### src/rtl/core/quadratic_root_and_vertex_solver_core_macros.svh
// Assertion macros for the quadratic solver core.
// Included by the modules that carry concurrent checks; no other dependencies.
`ifndef QUADRATIC_ROOT_AND_VERTEX_SOLVER_CORE_MACROS_SVH
`define QUADRATIC_ROOT_AND_VERTEX_SOLVER_CORE_MACROS_SVH

`ifndef ASSERT_OFF
// same-cycle implication
`define QRV_ASSERT_IMPLIES(label, clk, rst, ante, cons) \
  label: assert property (@(posedge clk) disable iff (rst) (ante) |-> (cons)) \
    else $error("qrv assertion failed");
// next-cycle implication
`define QRV_ASSERT_NEXT(label, clk, rst, ante, cons) \
  label: assert property (@(posedge clk) disable iff (rst) (ante) |=> (cons)) \
    else $error("qrv assertion failed");
`else
`define QRV_ASSERT_IMPLIES(label, clk, rst, ante, cons)
`define QRV_ASSERT_NEXT(label, clk, rst, ante, cons)
`endif

`endif

### src/rtl/core/qrv_pkg.sv
// Shared types, constants and helpers of the quadratic solver core.
// No dependencies.
`default_nettype none

package qrv_pkg;

  localparam int FRAC_BITS = 16;
  localparam int OUT_W     = 32;
  localparam int QUO_W     = OUT_W + FRAC_BITS;  // quotient width of b/2a and c/a
  localparam int XV_W      = QUO_W + 1;          // signed -p/2 before saturation
  localparam int WIDE_W    = 96;                 // exact sums and discriminant
  localparam int SQ_W      = WIDE_W / 2;         // square root width

  localparam logic [OUT_W-1:0] WORD_MAX = {1'b0, {(OUT_W-1){1'b1}}};
  localparam logic [OUT_W-1:0] WORD_MIN = {1'b1, {(OUT_W-1){1'b0}}};

  typedef enum logic [1:0] {
    KIND_TWO_REAL = 2'd0,
    KIND_DOUBLE   = 2'd1,
    KIND_COMPLEX  = 2'd2,
    KIND_A_ZERO   = 2'd3
  } root_kind_t;

  typedef struct packed {
    logic signed [OUT_W-1:0] coef_a;
    logic signed [OUT_W-1:0] coef_b;
    logic signed [OUT_W-1:0] coef_c;
  } qrv_in_t;

  typedef struct packed {
    root_kind_t              root_kind;
    logic signed [OUT_W-1:0] root_first;
    logic signed [OUT_W-1:0] root_second;
    logic signed [OUT_W-1:0] vertex_x;
    logic signed [OUT_W-1:0] vertex_y;
    logic                    is_maximum;
    logic                    overflowed;
  } qrv_out_t;

  typedef struct packed {
    logic             ovf;
    logic [OUT_W-1:0] val;
  } sat_t;

  // clamp a two's complement wide value to one output word
  function automatic sat_t sat_word(input logic [WIDE_W-1:0] v);
    sat_t r;
    logic all_ones;
    logic all_zeros;
    all_ones  = &v[WIDE_W-1:OUT_W-1];
    all_zeros = ~|v[WIDE_W-1:OUT_W-1];
    r.ovf = !(all_ones || all_zeros);
    if (r.ovf) begin
      r.val = v[WIDE_W-1] ? WORD_MIN : WORD_MAX;
    end else begin
      r.val = v[OUT_W-1:0];
    end
    return r;
  endfunction

endpackage

`default_nettype wire

### src/rtl/core/qrv_out_buf.sv
// Output register with one skid entry; the pipeline stalls only while it is full.
// Depends on qrv_pkg and the assertion macro header.
`default_nettype none
`include "quadratic_root_and_vertex_solver_core_macros.svh"

module qrv_out_buf
  import qrv_pkg::*;
(
  input  logic     clk,
  input  logic     rst,
  input  logic     in_valid,
  input  qrv_out_t in_data,
  output logic     en,
  output logic     out_valid,
  input  logic     out_stall,
  output qrv_out_t out_data
);

  logic     skid_v;
  qrv_out_t skid_data;
  logic     take;
  logic     drain;

  // pipeline moves whenever the skid entry is free
  assign en    = !skid_v;
  assign take  = in_valid && en;
  assign drain = !out_valid || !out_stall;

  always_ff @(posedge clk) begin
    if (rst) begin
      out_valid <= 1'b0;
      skid_v    <= 1'b0;
    end else if (drain) begin
      out_valid <= skid_v || take;
      skid_v    <= 1'b0;
    end else if (take) begin
      skid_v    <= 1'b1;
    end
  end

  always_ff @(posedge clk) begin
    if (drain) begin
      out_data <= skid_v ? skid_data : in_data;
    end else if (take) begin
      skid_data <= in_data;
    end
  end

  `QRV_ASSERT_IMPLIES(a_skid_behind_out, clk, rst, skid_v, out_valid)
  `QRV_ASSERT_IMPLIES(a_skid_fill_on_stall, clk, rst, $rose(skid_v), $past(out_valid && out_stall))
  `QRV_ASSERT_NEXT(a_skid_drains, clk, rst, skid_v && !out_stall, out_valid && out_data == $past(skid_data))

endmodule

`default_nettype wire

### config.mk
export PLATFORM = sky130hd
export DESIGN_NAME = qrv_out_buf
export DESIGN_NICKNAME = d
export VERILOG_FILES = /design/src/rtl/core/qrv_pkg.sv /design/src/rtl/core/qrv_out_buf.sv
export VERILOG_INCLUDE_DIRS = /design/src /design/src/rtl/core
export SDC_FILE = /design/constraint.sdc
export NUM_CORES = 1
export LEC_CHECK = 0
export BUFFER_PORTS_ARGS = -buffer_cell sky130_fd_sc_hd__buf_2
export CAP_MARGIN = 15
export CORE_AREA = 3 3 183 202
export CTS_BUF_LIST = sky130_fd_sc_hd__clkbuf_16
export CTS_CLUSTER_SIZE = 28
export DETAILED_ROUTE_END_ITERATION = 8
export DIE_AREA = 0 0 186 205
export PLACE_DENSITY_LB_ADDON = 0.1
export SYNTH_ARGS = -nofsm -noshare
export SYNTH_HDL_FRONTEND = slang
export SYNTH_SLANG_ARGS = --single-unit
### constraint.sdc
create_clock -name clk -period 26.3 [get_ports clk]
set_clock_uncertainty 0.15 [all_clocks]
set_input_delay 3.945 -clock clk [delete_from_list [all_inputs] [get_ports clk]]
set_output_delay 3.945 -clock clk [all_outputs]
set_load 0.02 [all_outputs]
==> impl_metrics.tcl <==
set metrics [dict create \
    status "completed" \
    cts_made_buffers 31 \
    multi_input_area_um2 1700 \
    reg2regPathDepth 4 \
    crit_end "skid_data[89]" \
    p_leak_nw 4.795 \
    die_height_um 205 \
    seqCellArea_um2 7971 \
    final_nets 847 \
    post-route-cell-area_um2 12560 \
    initial_utilization 0.2783 \
    fin_util 0.3574 \
    grt_pass1_vias 5426 \
    yosysSeqAreaShare 0.8148 \
    cpMaxStageDelayCell "buf_4" \
    yosysMostFrequentCell "edfxtp_1" \
    vias 4971 \
    ys_ff_latch 266 \
    peakVddDrop_uv 44.40 \
    core_area_um2 35130 \
    crit_path_frequent_cell "buf_4" \
    holdCritStartpoint "skid_data[17]" \
    grt_max_degree 70 \
    worst_pin_slew_ns 0.9816 \
    routed_wl_um 22310 \
    worstHoldPathType "reg2reg" \
    port_buffers 269 \
    slowest_delay_ns 0.83 \
    vias_per_cell 4.202 \
    fmax_mhz 150.6 \
    cts_setup_buffers 0 \
    slew_headroom 0.3456 \
    use_met1 0.1294 \
    r2r_slack_ns 22.75 \
    cp-startpoint "out_stall" \
    hpwl_um 14860 \
    synth_top_area_cell "edfxtp_1" \
    wl_per_cell_um 18.86 \
    cts.sinks 266 \
    grt_util_met3 0.03374 \
    slew_violations 0 \
    crit_arrival_ns 6.66 \
    synth_commonest_cells "edfxtp_1 (264), mux2_2 (85), mux2_4 (47), buf_2 (8), buf_6 (7)" \
    grt_remaining_overflow 0 \
    nFillCells 3379 \
    powerDensity_nw_per_um2 76.80 \
    ios 270 \
    drive_gt1_frac 0.6190 \
    gp_congestion 0.6968 \
    totalPowerFinal_mw 0.9644 \
    grt_pass1_wl_um 32790 \
    critPathCaptureType "register" \
    finalCritPeriodShare 0.2525 \
    cts_tree "yes" \
    die_area_um2 38130 \
    crit_chain "buf_2, nand2_4, nor3b_2, buf_4, buf_4" \
    antenna_found_initial 7 \
    ant_nets 0 \
    ys_types 12 \
    worstSetupPathType "in2reg" \
    setup_violations 0 \
    num_rows 72 \
    cts_resized 0 \
    netlist_top_cells_area "edfxtp_1 (81%), mux2_2 (9.8%), mux2_4 (7.2%)" \
    synth_enable_flop_cells 264 \
    rsz0062_at_grt "no" \
    fp.dieW_um 186 \
    dpl-instance-area_um2 11610 \
    netlist_area_um2 9778 \
    synth_top_area_frac 0.8107 \
    busiest_layer "met2" \
    cts_hold_buf 0 \
    h-tree-depth 1 \
    hold_violations 0 \
    finalCriticalPeriod_ns 6.641 \
    cp-start-kind "input port" \
    first_pass_iters 4 \
    syn_inst 419 \
    avgSynthCellArea_um2 23.34 \
    drv_cap 0 \
    root_buffer "clkbuf_16" \
    grt_usage 0.1127 \
    clkTransAtPathRegs_ns 0.06 \
    syn-num-nets 555 \
    crit_required_ns 26.32 \
    area_delta_synth_final_pct 28.42 \
    synth_ff_type "edfxtp_1" \
    rr_startpoint "out_valid" \
    tns_ns 0 \
    async_flop_share 0 \
    cp_max_fo 69 \
    cts_buffer_depth 3 \
    drtIter0Drc 274 \
    drc 0 \
    rr_endpoint "skid_data[89]" \
    insertion_delay_ns 0.55 \
    use_met2 0.1949 \
    yosys_warnings 0 \
]
[through the flow]
stage / setup WS [ns] / hold WS (ns) / instances
floorplan: 8.351 / 0.3731 / 419
global placement: 19.09 / 0.3799 / 1122
detailed placement: 18.99 / 0.3813 / 1122
CTS: 19.58 / 0.3960 / 1179
global route: 19.43 / 0.4096 / 1183
finish: 19.66 / 0.3932 / 1183
[routing by layer]
metal,vias up,share of wire
met2,165,0.52
met1,2481,0.38
met5,-,0.00063
li1,2273,-
met4,4,0.027
met3,48,0.074
[report_power, final]
part           total, mW  switching, mW  leakage [nW]  internal (mW)
sequential         0.497        0.00647          2.58          0.491
clock              0.392          0.169         0.484          0.223
combinational     0.0748         0.0445          1.73         0.0303
[registers in the layout (all words and copies together) (netlist names)]
| signal | cells |
|---|---|
| out_data | 132 |
| skid_data | 132 |
| out_valid | 1 |
| skid_v | 1 |
[cells by family (layout without fill, tap and decap cells)]
| logic type | count (synthesis) | in the layout | share of synthesized area |
|---|---|---|---|
| flops | 266 | 266 | 0.8148 |
| simple gates | 4 | 4 | 0.002046 |
| other cells | 0 | 4 | 0 |
| buf+inv | 16 | 332 | 0.01254 |
| mux | 132 | 132 | 0.1701 |
| compound gates | 1 | 1 | 0.0005113 |
[how the worst min path moves through the flow]
| stage | endpoint | cells after the start |
|---|---|---|
| after floorplan | out_data[0] | 1 |
| after global placement | out_data[2] | 1 |
| after detailed placement | out_data[68] | 1 |
| after CTS | out_data[95] | 1 |
| after global routing | out_data[17] | 1 |
| final | out_data[17] | 1 |
[critical path, delay by kind of cell]
kind | cells | cell delay [ns]
buffers and inverters | 3 | 1.66
AND/OR/NAND/NOR | 2 | 0.85
[area by class of cell]
type | instances | share of cell area
well taps | 444 | 0.04424
clock inverters | 26 | 0.01246
multi-input cells | 137 | 0.1354
diodes | 4 | 0.0007971
inverters | 1 | 0.0002989
repair buffers | 274 | 0.1102
flip-flops and latches | 266 | 0.6348
clock buffers | 31 | 0.06178
[layout by cell type, fill, tap and decap left out]
cell       instances
a21oi_1            1
buf_2            269
buf_4              5
bufinv_16          1
clkbuf_16         31
clkinv_1           7
clkinv_2          10
clkinv_4           3
dfxtp_1            1
dfxtp_4            1
diode_2            4
edfxtp_1         264
inv_1              5
inv_6              1
mux2_2            85
mux2_4            47
nand2_4            1
nor2_1             1
nor3_1             1
nor3b_2            1
No activity file was read; power rests on OpenSTA's default activity.
